$ cat config.mk
export PLATFORM = sky130hd
export DESIGN_NAME = pid_controller_with_ramp_and_antiwindup_unit
export DESIGN_NICKNAME = d
export VERILOG_FILES = /design/src/design/pidc_pkg.sv /design/src/design/pidc_serial_unit.sv /design/src/design/pid_controller_with_ramp_and_antiwindup_unit.sv
export SDC_FILE = /design/constraint.sdc
export NUM_CORES = 2
export LEC_CHECK = 0
export BUFFER_PORTS_ARGS = -buffer_cell sky130_fd_sc_hd__clkbuf_2
export CORE_MARGIN = 2
export CORE_UTILIZATION = 50
export CTS_CLUSTER_DIAMETER = 30
export DETAILED_ROUTE_END_ITERATION = 6
export MAX_ROUTING_LAYER = met4
export PLACE_DENSITY = 0.74
export SETUP_SLACK_MARGIN = 0.3
export SYNTH_ARGS = -nofsm -noshare
export SYNTH_HDL_FRONTEND = slang
export SYNTH_SLANG_ARGS = --single-unit
$ cat constraint.sdc
create_clock -name i_clk -period 13.35 [get_ports i_clk]
set_input_delay 1.335 -clock i_clk [delete_from_list [all_inputs] [get_ports i_clk]]
set_output_delay 1.335 -clock i_clk [all_outputs]
set_load 0.02 [all_outputs]
$ cat src/design/pidc_pkg.sv
// Shared types, constants and saturation helpers for the PID controller.
// Used by the serial arithmetic unit and by the top level; no dependencies.
package pidc_pkg;

    localparam int VW = 32;
    localparam int FB = 16;

    localparam logic [1:0] OP_STEP  = 2'd0;
    localparam logic [1:0] OP_CLEAR = 2'd1;
    localparam logic [1:0] OP_RESET = 2'd2;
    localparam logic [1:0] OP_SPARE = 2'd3;

    localparam logic [2:0] REG_MODE   = 3'd0;
    localparam logic [2:0] REG_KP     = 3'd1;
    localparam logic [2:0] REG_KI     = 3'd2;
    localparam logic [2:0] REG_KD     = 3'd3;
    localparam logic [2:0] REG_SP     = 3'd4;
    localparam logic [2:0] REG_OUTLIM = 3'd5;
    localparam logic [2:0] REG_LIMIT  = 3'd6;
    localparam logic [2:0] REG_AUX    = 3'd7;

    localparam logic [4:0]  MODE_RST = 5'd3;
    localparam logic [63:0] OUTLIM_RST = 64'd28147497671065600;
    localparam logic [63:0] LIMIT_RST  = 64'd28147497671720960;
    localparam logic [63:0] AUX_RST    = 64'd3602880251669033779;
    localparam logic [16:0] ALPHA_ONE  = 17'd65536;

    typedef struct packed {
        logic        start;
        logic        is_div;
        logic        sh8;
        logic        neg;
        logic [32:0] a;
        logic [32:0] b;
    } t_arith_req;

    typedef struct packed {
        logic               done;
        logic signed [31:0] value;
    } t_arith_rsp;

    function automatic logic signed [31:0] sat32(input logic signed [34:0] x);
        logic signed [31:0] r;
        if (x > 35'sh07FFFFFFF) begin
            r = 32'sh7FFFFFFF;
        end else if (x < -35'sh080000000) begin
            r = 32'sh80000000;
        end else begin
            r = x[31:0];
        end
        return r;
    endfunction

    function automatic logic signed [34:0] ext(input logic signed [31:0] x);
        return {{3{x[31]}}, x};
    endfunction

    function automatic logic signed [34:0] ext33(input logic signed [32:0] x);
        return {{2{x[32]}}, x};
    endfunction

    function automatic logic [32:0] smag(input logic signed [32:0] v);
        return v[32] ? 33'(-v) : v;
    endfunction

endpackage

$ cat src/design/pidc_serial_unit.sv
// Bit-serial multiplier and restoring divider on sign and magnitude operands.
// Depends on pidc_pkg for the request and response structs.
module pidc_serial_unit import pidc_pkg::*; (
    input  logic       i_clk,
    input  logic       i_rst_n,
    input  t_arith_req i_req,
    output t_arith_rsp o_rsp
);

    logic        r_busy;
    logic [5:0]  r_cnt;
    logic [65:0] r_acc;
    logic [32:0] r_den;
    logic        r_div;
    logic        r_sh8;
    logic        r_neg;
    logic [31:0] r_rem;

    logic [33:0] msum;
    logic [32:0] dsh;
    logic [33:0] ddif;
    logic [65:0] mg;
    logic        big;

    assign msum = {1'b0, r_acc[65:33]} + (r_acc[0] ? {1'b0, r_den} : 34'd0);
    assign dsh  = {r_rem, r_acc[48]};
    assign ddif = {1'b0, dsh} - {2'b0, r_den[31:0]};

    always_ff @(posedge i_clk) begin
        if (!i_rst_n) begin
            r_busy <= 1'b0;
            r_cnt  <= 6'd0;
        end else if (i_req.start && !r_busy) begin
            r_busy <= 1'b1;
            r_div  <= i_req.is_div;
            r_sh8  <= i_req.sh8;
            r_neg  <= i_req.neg;
            r_rem  <= 32'd0;
            if (i_req.is_div) begin
                r_acc <= {17'd0, i_req.a, 16'd0};
                r_den <= i_req.b;
                r_cnt <= 6'd49;
            end else begin
                r_acc <= {33'd0, i_req.b};
                r_den <= i_req.a;
                r_cnt <= 6'd33;
            end
        end else if (r_busy) begin
            if (r_cnt != 6'd0) begin
                r_cnt <= r_cnt - 6'd1;
                if (r_div) begin
                    r_rem <= ddif[33] ? dsh[31:0] : ddif[31:0];
                    r_acc <= {r_acc[65:49], r_acc[47:0], ~ddif[33]};
                end else begin
                    r_acc <= {msum, r_acc[32:1]};
                end
            end else begin
                r_busy <= 1'b0;
            end
        end
    end

    always_comb begin
        if (r_div) begin
            mg = {17'd0, r_acc[48:0]};
        end else if (r_sh8) begin
            mg = {8'd0, r_acc[65:8]};
        end else begin
            mg = {16'd0, r_acc[65:16]};
        end
        big = |mg[65:32];
        o_rsp.done = r_busy && (r_cnt == 6'd0);
        if (r_div && (r_den[31:0] == 32'd0)) begin
            o_rsp.value = 32'sd0;
        end else if (r_neg) begin
            o_rsp.value = (big || (mg[31] && |mg[30:0])) ? 32'sh80000000 : -mg[31:0];
        end else begin
            o_rsp.value = (big || mg[31]) ? 32'sh7FFFFFFF : mg[31:0];
        end
    end

endmodule

$ cat src/design/pid_controller_with_ramp_and_antiwindup_unit.sv
// PID controller with setpoint ramp, safety cut and anti-windup.
// Depends on pidc_pkg and instantiates pidc_serial_unit.
//
// Input channel: opcode, sample and step time, taken when i_in_valid is high
// and o_in_stall is low. Output channel: drive and emergency flag, taken when
// o_out_valid is high and i_out_stall is low. Configuration writes use
// i_cfg_valid and o_cfg_ready with a register index and 64-bit data; the
// ready is high only while the block is idle, and the input is stalled while
// a write is offered.
// A control step runs its products and quotients one after another through a
// single bit-serial unit. A step cut by the safety check ends before the gain
// products, and the clear and reset opcodes do not use the serial unit.
// The result sits in an output register; the next transaction is accepted
// while it waits, and a finished result is held until the receiver takes it.
// Reset restores the register defaults and clears all controller history.
module pid_controller_with_ramp_and_antiwindup_unit import pidc_pkg::*; (
    input  logic               i_clk,
    input  logic               i_rst_n,
    input  logic               i_in_valid,
    output logic               o_in_stall,
    input  logic [1:0]         i_opcode,
    input  logic signed [31:0] i_sample,
    input  logic [31:0]        i_step_time,
    output logic               o_out_valid,
    input  logic               i_out_stall,
    output logic signed [31:0] o_drive,
    output logic               o_emergency_stop,
    input  logic               i_cfg_valid,
    output logic               o_cfg_ready,
    input  logic [2:0]         i_cfg_index,
    input  logic [63:0]        i_cfg_data
);

    typedef enum logic [16:0] {
        S_IDLE = 17'b00000000000000001,
        S_RAMP = 17'b00000000000000010,
        S_RMUL = 17'b00000000000000100,
        S_RUPD = 17'b00000000000001000,
        S_CHK  = 17'b00000000000010000,
        S_PMUL = 17'b00000000000100000,
        S_SMUL = 17'b00000000001000000,
        S_INT  = 17'b00000000010000000,
        S_IMUL = 17'b00000000100000000,
        S_DDIV = 17'b00000001000000000,
        S_FM1  = 17'b00000010000000000,
        S_FM2  = 17'b00000100000000000,
        S_FS   = 17'b00001000000000000,
        S_DMUL = 17'b00010000000000000,
        S_FF   = 17'b00100000000000000,
        S_SUM  = 17'b01000000000000000,
        S_DONE = 17'b10000000000000000
    } t_state;

    t_state r_state;

    logic [4:0]         r_mode;
    logic [31:0]        r_kp, r_ki, r_kd;
    logic signed [31:0] r_sp;
    logic [63:0]        r_olim, r_lim, r_aux;

    logic signed [32:0] r_isum;
    logic signed [31:0] r_pe, r_pd, r_ps, r_fs, r_rt;
    logic               r_emg;

    logic signed [31:0] r_s;
    logic [31:0]        r_dt;
    logic signed [31:0] r_err, r_pt, r_it, r_dtm, r_ff, r_step, r_t1, r_t2, r_res;
    logic               r_wait;
    logic               r_ov;

    t_arith_req req;
    t_arith_rsp rsp;

    logic signed [31:0] omin, omax, margin, imax;
    logic [15:0]        alpha, rate, ffg, amp;
    logic signed [31:0] err_c;
    logic signed [34:0] diff, absd;
    logic signed [32:0] num;
    logic signed [34:0] iclamp;
    logic signed [31:0] itmp;
    logic signed [31:0] dsum;
    logic signed [31:0] dclamp;
    logic signed [32:0] bop;

    assign omin   = r_olim[31:0];
    assign omax   = r_olim[63:32];
    assign margin = r_lim[31:0];
    assign imax   = r_lim[63:32];
    assign alpha  = r_aux[15:0];
    assign rate   = r_aux[31:16];
    assign ffg    = r_aux[47:32];
    assign amp    = r_aux[63:48];

    assign o_in_stall  = (r_state != S_IDLE) || i_cfg_valid;
    assign o_cfg_ready = (r_state == S_IDLE);
    assign o_out_valid = r_ov;

    assign err_c = sat32(ext(r_rt) - ext(r_s));
    assign diff  = ext(r_sp) - ext(r_rt);
    assign absd  = diff[34] ? -diff : diff;
    assign num   = r_mode[0] ? {itmp[31], itmp} : 33'(ext(r_err) - ext(r_pe));
    assign dsum  = sat32(ext(r_pt) + ext(r_it) + ext(r_dtm) + ext(r_ff));
    assign bop   = r_mode[0] ? {r_fs[31], r_fs} : {r_t1[31], r_t1};

    always_comb begin
        itmp = sat32(ext(r_ps) - ext(r_s));
        if (r_state == S_INT) begin
            itmp = sat32(ext33(r_isum) + ext(r_step));
        end
        iclamp = ext(itmp);
        if (r_mode[1]) begin
            if (iclamp < -ext(imax)) begin
                iclamp = -ext(imax);
            end else if (iclamp > ext(imax)) begin
                iclamp = ext(imax);
            end
            if (((r_pd >= omax) && (r_err > 32'sd0)) ||
                ((r_pd <= omin) && (r_err < 32'sd0))) begin
                iclamp = ext(sat32(iclamp - ext(r_step)));
            end
        end
        dclamp = dsum;
        if (dsum < omin) begin
            dclamp = omin;
        end else if (dsum > omax) begin
            dclamp = omax;
        end
    end

    always_comb begin
        req.start  = !r_wait;
        req.is_div = 1'b0;
        req.sh8    = 1'b0;
        req.neg    = 1'b0;
        req.a      = 33'd0;
        req.b      = 33'd0;
        case (r_state)
            S_RMUL: begin
                req.sh8 = 1'b1;
                req.a   = {17'd0, rate};
                req.b   = {1'b0, r_dt};
            end
            S_PMUL: begin
                req.neg = r_err[31];
                req.a   = {1'b0, r_kp};
                req.b   = smag({r_err[31], r_err});
            end
            S_SMUL: begin
                req.neg = r_err[31];
                req.a   = smag({r_err[31], r_err});
                req.b   = {1'b0, r_dt};
            end
            S_IMUL: begin
                req.neg = r_isum[32];
                req.a   = {1'b0, r_ki};
                req.b   = smag(r_isum);
            end
            S_DDIV: begin
                req.is_div = 1'b1;
                req.neg    = num[32];
                req.a      = smag(num);
                req.b      = {1'b0, r_dt};
            end
            S_FM1: begin
                req.neg = r_t1[31];
                req.a   = smag({r_t1[31], r_t1});
                req.b   = {17'd0, alpha};
            end
            S_FM2: begin
                req.neg = r_fs[31];
                req.a   = smag({r_fs[31], r_fs});
                req.b   = {16'd0, 17'(ALPHA_ONE - {1'b0, alpha})};
            end
            S_DMUL: begin
                req.neg = bop[32];
                req.a   = {1'b0, r_kd};
                req.b   = smag(bop);
            end
            S_FF: begin
                req.start = !r_wait && r_mode[3];
                req.sh8   = 1'b1;
                req.a     = {17'd0, ffg};
                req.neg   = r_rt[31];
                req.b     = smag({r_rt[31], r_rt});
            end
            default: begin
                req.start = 1'b0;
            end
        endcase
    end

    pidc_serial_unit u_serial (
        .i_clk   (i_clk),
        .i_rst_n (i_rst_n),
        .i_req   (req),
        .o_rsp   (rsp)
    );

    always_ff @(posedge i_clk) begin
        if (!i_rst_n) begin
            r_state <= S_IDLE;
            r_wait  <= 1'b0;
            r_ov    <= 1'b0;
            r_mode  <= MODE_RST;
            r_kp    <= 32'd0;
            r_ki    <= 32'd0;
            r_kd    <= 32'd0;
            r_sp    <= 32'sd0;
            r_olim  <= OUTLIM_RST;
            r_lim   <= LIMIT_RST;
            r_aux   <= AUX_RST;
            r_isum  <= 33'sd0;
            r_pe    <= 32'sd0;
            r_pd    <= 32'sd0;
            r_ps    <= 32'sd0;
            r_fs    <= 32'sd0;
            r_rt    <= 32'sd0;
            r_emg   <= 1'b0;
        end else begin
            if (req.start) begin
                r_wait <= 1'b1;
            end
            if (rsp.done) begin
                r_wait <= 1'b0;
            end
            if (r_ov && !i_out_stall && (r_state != S_DONE)) begin
                r_ov <= 1'b0;
            end
            unique case (r_state)
                S_IDLE: begin
                    if (i_in_valid && !i_cfg_valid) begin
                        r_s     <= i_sample;
                        r_dt    <= i_step_time;
                        r_state <= S_DONE;
                        case (i_opcode)
                            OP_STEP: begin
                                r_state <= S_RAMP;
                            end
                            OP_CLEAR: begin
                                r_emg  <= 1'b0;
                                r_isum <= 33'sd0;
                                r_res  <= r_pd;
                            end
                            OP_RESET: begin
                                r_isum <= 33'sd0;
                                r_pe   <= 32'sd0;
                                r_pd   <= 32'sd0;
                                r_res  <= 32'sd0;
                            end
                            default: begin
                                r_res <= r_pd;
                            end
                        endcase
                    end
                end
                S_RAMP: begin
                    if (!r_mode[2]) begin
                        r_rt    <= r_sp;
                        r_state <= S_CHK;
                    end else if (r_dt != 32'd0) begin
                        r_state <= S_RMUL;
                    end else begin
                        r_state <= S_CHK;
                    end
                end
                S_RMUL: begin
                    if (rsp.done) begin
                        r_t1    <= rsp.value;
                        r_state <= S_RUPD;
                    end
                end
                S_RUPD: begin
                    if (absd <= ext(r_t1)) begin
                        r_rt <= r_sp;
                    end else if (diff > 35'sd0) begin
                        r_rt <= sat32(ext(r_rt) + ext(r_t1));
                    end else begin
                        r_rt <= sat32(ext(r_rt) - ext(r_t1));
                    end
                    r_state <= S_CHK;
                end
                S_CHK: begin
                    r_err <= err_c;
                    if (ext(r_s) > ext(r_sp) + ext(margin)) begin
                        r_emg   <= 1'b1;
                        r_res   <= 32'sd0;
                        r_state <= S_DONE;
                    end else if (r_mode[4]) begin
                        if (err_c > 32'sd0) begin
                            r_res <= {8'd0, amp, 8'd0};
                            r_pd  <= {8'd0, amp, 8'd0};
                        end else begin
                            r_res <= 32'sd0;
                            r_pd  <= 32'sd0;
                        end
                        r_ps    <= r_s;
                        r_state <= S_DONE;
                    end else begin
                        r_state <= S_PMUL;
                    end
                end
                S_PMUL: begin
                    if (rsp.done) begin
                        r_pt    <= rsp.value;
                        r_state <= S_SMUL;
                    end
                end
                S_SMUL: begin
                    if (rsp.done) begin
                        r_step  <= rsp.value;
                        r_state <= S_INT;
                    end
                end
                S_INT: begin
                    r_isum  <= iclamp[32:0];
                    r_state <= S_IMUL;
                end
                S_IMUL: begin
                    if (rsp.done) begin
                        r_it <= rsp.value;
                        if (r_dt != 32'd0) begin
                            r_state <= S_DDIV;
                        end else if (r_mode[0]) begin
                            r_state <= S_DMUL;
                        end else begin
                            r_dtm   <= 32'sd0;
                            r_state <= S_FF;
                        end
                    end
                end
                S_DDIV: begin
                    if (rsp.done) begin
                        r_t1    <= rsp.value;
                        r_state <= r_mode[0] ? S_FM1 : S_DMUL;
                    end
                end
                S_FM1: begin
                    if (rsp.done) begin
                        r_t2    <= rsp.value;
                        r_state <= S_FM2;
                    end
                end
                S_FM2: begin
                    if (rsp.done) begin
                        r_t1    <= rsp.value;
                        r_state <= S_FS;
                    end
                end
                S_FS: begin
                    r_fs    <= sat32(ext(r_t2) + ext(r_t1));
                    r_state <= S_DMUL;
                end
                S_DMUL: begin
                    if (rsp.done) begin
                        r_dtm   <= rsp.value;
                        r_state <= S_FF;
                    end
                end
                S_FF: begin
                    if (!r_mode[3]) begin
                        r_ff    <= 32'sd0;
                        r_state <= S_SUM;
                    end else if (rsp.done) begin
                        r_ff    <= rsp.value;
                        r_state <= S_SUM;
                    end
                end
                S_SUM: begin
                    r_res   <= dclamp;
                    r_pd    <= dclamp;
                    r_pe    <= r_err;
                    r_ps    <= r_s;
                    r_state <= S_DONE;
                end
                S_DONE: begin
                    if (!r_ov || !i_out_stall) begin
                        r_ov             <= 1'b1;
                        o_drive          <= r_res;
                        o_emergency_stop <= r_emg;
                        r_state          <= S_IDLE;
                    end
                end
                default: begin
                    r_state <= S_IDLE;
                end
            endcase
            if (i_cfg_valid && o_cfg_ready) begin
                unique case (i_cfg_index)
                    REG_MODE:   r_mode <= i_cfg_data[4:0];
                    REG_KP:     r_kp   <= i_cfg_data[31:0];
                    REG_KI:     r_ki   <= i_cfg_data[31:0];
                    REG_KD:     r_kd   <= i_cfg_data[31:0];
                    REG_SP: begin
                        r_sp   <= i_cfg_data[31:0];
                        r_isum <= 33'sd0;
                        if (!r_mode[2]) begin
                            r_rt <= i_cfg_data[31:0];
                        end else if (r_rt == 32'sd0) begin
                            r_rt <= r_ps;
                        end
                    end
                    REG_OUTLIM: r_olim <= i_cfg_data;
                    REG_LIMIT:  r_lim  <= i_cfg_data;
                    REG_AUX:    r_aux  <= i_cfg_data;
                    default:    r_aux  <= r_aux;
                endcase
            end
        end
    end

endmodule

==> flow_metrics.env <==
export IMPL_final_period_utilization_pct=88.4
export IMPL_worstSkewPairLatency_ps=980
export IMPL_grt_pass1_vias=80919
export IMPL_power_frac_comb_pct=33.2
export IMPL_antenna_found_initial=53
export IMPL_ios=174
export IMPL_cts_setup_buffers=0
export IMPL_cts_root_buf="clkbuf_16"
export IMPL_synth_simple_area_share_pct=17.8
export IMPL_die_area_um2=170000
export IMPL_yosys_warnings=0
export IMPL_numCtsBuffers=293
export IMPL_pwr_share_seq_pct=22.9
export IMPL_drtIter0Drc=13548
export IMPL_grt_max_degree=101
export IMPL_p_leak_nw=39.1
export IMPL_vias=86562
export IMPL_drive_above_1_share_pct=10.2
export IMPL_crit_path_end_kind="register"
export IMPL_remaining_drc_errors=54
export IMPL_clock_fmax_mhz=84.7
export IMPL_use_met1_pct=57.6
export IMPL_htreeDepth=5
export IMPL_setup_viol=0
export IMPL_synth_mux_area_share_pct=2.43
export IMPL_slew_headroom_pct=-0.864
export IMPL_synthFlopType="dfxtp_1"
export IMPL_synth_distinct_cells=101
export IMPL_clockPowerShare_pct=43.8
export IMPL_start_util_pct=50.5
export IMPL_syn_inst=10148
export IMPL_dieHeight_um=412
export IMPL_ff2ff_setup_slack_ps=1550
export IMPL_finalInstanceArea_um2=97300
export IMPL_cts_resized_gates=0
export IMPL_area_delta_synth_final_pct=16.7
export IMPL_grt_setup_unrepaired="false"
export IMPL_p_sw_share_pct=37.2
export IMPL_netlist_area_um2=83400
export IMPL_use_met3_pct=15.7
export IMPL_synthArstFlopShare_pct=0
export IMPL_synth_top_family_by_area="compound AO/OA/AOI/OAI gates"
export IMPL_reg2reg_depth=43
export IMPL_crit_type="reg -> reg"
export IMPL_worst_path_most_repeated_cell="a21o_1"
export IMPL_grt_usage_pct=49.9
export IMPL_cts_sinks=1064
export IMPL_grt_pass1_wl_mm=591
export IMPL_layout_min_cycle_time_ps=11800
export IMPL_slowest_stage="o311ai_0"
export IMPL_tns_ps=0
export IMPL_final_antenna_net_count=0
export IMPL_path_buf_inv=4
export IMPL_worst_pin_slew_ps=1510
export IMPL_cp_top_family="compound AO/OA/AOI/OAI gates"
export IMPL_core_area_um2=165000
export IMPL_cp_data_required_time_ps=14200
export IMPL_power_switching_mw=6.02
export IMPL_grt_ovfl_total=0
export IMPL_critPathLaunchType="register"
export IMPL_top_usage_layer="met2"
export IMPL_yosysSeqAreaShare_pct=31.8
export IMPL_intPower_mw=10.2
export IMPL_worstHoldPathType="reg -> reg"
export IMPL_cts_buffer_depth=4
export IMPL_post_drt_wl_per_cell_um=33.3
export IMPL_status="complete, but fails checks"
export IMPL_cp_startpoint="r_s[21]"
export IMPL_routed_wl_mm=425
export IMPL_num_rows=149
export IMPL_slew_viol_final=8
export IMPL_violations="DRC, capacitance limit, slew limit"
export IMPL_path_clk_slew_ps=40
export IMPL_synth_compound_area_share_pct=24.1
export IMPL_arrival_ps=12650
export IMPL_skew_ps=123
export IMPL_dp_hpwl_mm=326
export IMPL_place_congestion=1.19
export IMPL_cap_violations=1
export IMPL_die_w_um=412
export IMPL_dr_pass1_iters=7
export IMPL_power_mw=16.2
export IMPL_post_drt_via_cell_ratio=6.77
export IMPL_r2r_end="r_isum[16]"
export IMPL_r2r_start="r_s[21]"
export IMPL_num_fill_cells=14464
export IMPL_synthAdderAreaFrac_pct=12.8
export IMPL_synth_xor_area_share_pct=6.37
export IMPL_met2_usage_pct=69.9
export IMPL_io_buffers=173
export IMPL_cp_depth=43
export IMPL_max_vdd_ir_drop_mv=0.191
export IMPL_p_per_area_nw_per_um2=166
export IMPL_cts_tree="built"
export IMPL_hold_violations=0
export IMPL_cts_hold_buffers=0
export IMPL_synth_edf_count=519
export IMPL_postPlaceCellArea_um2=87300
export IMPL_path_max_fanout=28
export IMPL_cp_slowest_stage_delay_ps=790
export IMPL_nNetsFinal=11249
export IMPL_cp_endpoint="r_isum[16]"
export IMPL_syn_area_per_cell_um2=8.22
export IMPL_synth_seq_cells=1064
-- power by group through the flow --
stage	Combinational (mW)	Sequential [mW]	Clock (mW)
global route	5.63	3.71	7.26
global placement	5.06	3.76	0
detailed placement	5.12	3.76	0
finish	5.38	3.71	7.10
CTS	5.15	3.70	7.09
floorplan	3.26	3.70	0
-- metrics by stage --
step / worst slack [ps] / hold WS, ps / utilization, % / std cells
final: 1550 / 415 / 58.9 / 12787
after detailed placement: 1880 / 405 / 52.8 / 12229
after global placement: 1840 / 401 / 52.8 / 12229
after CTS: 1840 / 414 / 58.8 / 12740
after global routing: 1020 / 419 / 58.8 / 12778
after floorplan: 3050 / 400 / - / 10150
-- how the worst min path moves through the flow --
stage | start | endpoint | slack [ps] | depth (start not counted)
final | r_res[8] | o_drive[8] | 420 | 0
after global routing | r_res[8] | o_drive[8] | 420 | 0
after CTS | r_res[23] | o_drive[23] | 410 | 0
after detailed placement | r_res[6] | o_drive[6] | 400 | 0
after global placement | r_res[9] | o_drive[9] | 400 | 0
after floorplan | r_res[0] | o_drive[0] | 400 | 0
-- metal layers --
metal | part of all wire (%) | up-vias
li1 | - | 37409
met1 | 36 | 41095
met2 | 41 | 6352
met3 | 13 | 1706
met4 | 11 | 0
met5 | 0 | -
-- cells by family after synthesis --
group | count (synthesis)
AOI/OAI and AO/OA | 3203
xor gates and xnor gates | 607
adders and majority gates | 814
buffers and inverters | 1058
DFF | 1064
muxes | 200
other | 1
and+or+nand+nor | 3201
-- state kept, by name, summed over array words and instances, names as in the netlist, 33 cells and up --
signal,flops
u_serial.r_acc,66
r_olim,64
u_serial.r_den,33
r_isum,33
r_aux,64
r_lim,64
-- synth_stat cells (89+ instances only) --
cell type     n  area, um^2
nor2_1      737        2770
a211oi_1    102         766
a21oi_1    1169        5850
o21ai_0     645        3230
o21a_1      109         818
or3_1        89         557
edfxtp_1    519       15600
ha_1        698        8730
xnor2_1     419        3670
dfxtp_1     545       10900
inv_1       517        1940
nand3_1     182         911
a21o_1      253        1900
and2_1       94         588
o31ai_1     108         811
nand4_1     116         726
nand2_1    1262        4740
nor2b_1     112         701
clkbuf_1    479        1800
xor2_1      188        1650
nor3_1      191         956
a22oi_1     126         946
mux2i_1     181        1810
nand2b_1    122         763
-- area by class of cell --
type | count | area [um^2] | area share, %
tap | 2189 | 2740 | 2.81
clock inverter | 160 | 1960 | 2.01
timing repair buffer | 428 | 2800 | 2.88
clock buffer | 351 | 7900 | 8.11
inverter | 521 | 1960 | 2.02
antenna | 46 | 115 | 0.118
multi-input combinational | 8028 | 53400 | 54.8
sequential | 1064 | 26500 | 27.2
-- placed cells by master, fill, tap and decap left out, types with 186 or more instances in the layout --
cell	Yosys	layout
inv_1	517	515
nor3_1	191	186
ha_1	698	698
a21o_1	253	252
edfxtp_1	519	519
clkbuf_16	0	298
xor2_1	188	188
nor2_1	737	720
xnor2_1	419	416
a21oi_1	1169	1163
dfxtp_1	545	543
buf_4	4	254
nand2_1	1262	1262
o21ai_0	645	644
Power figures use the tool's default switching activity.
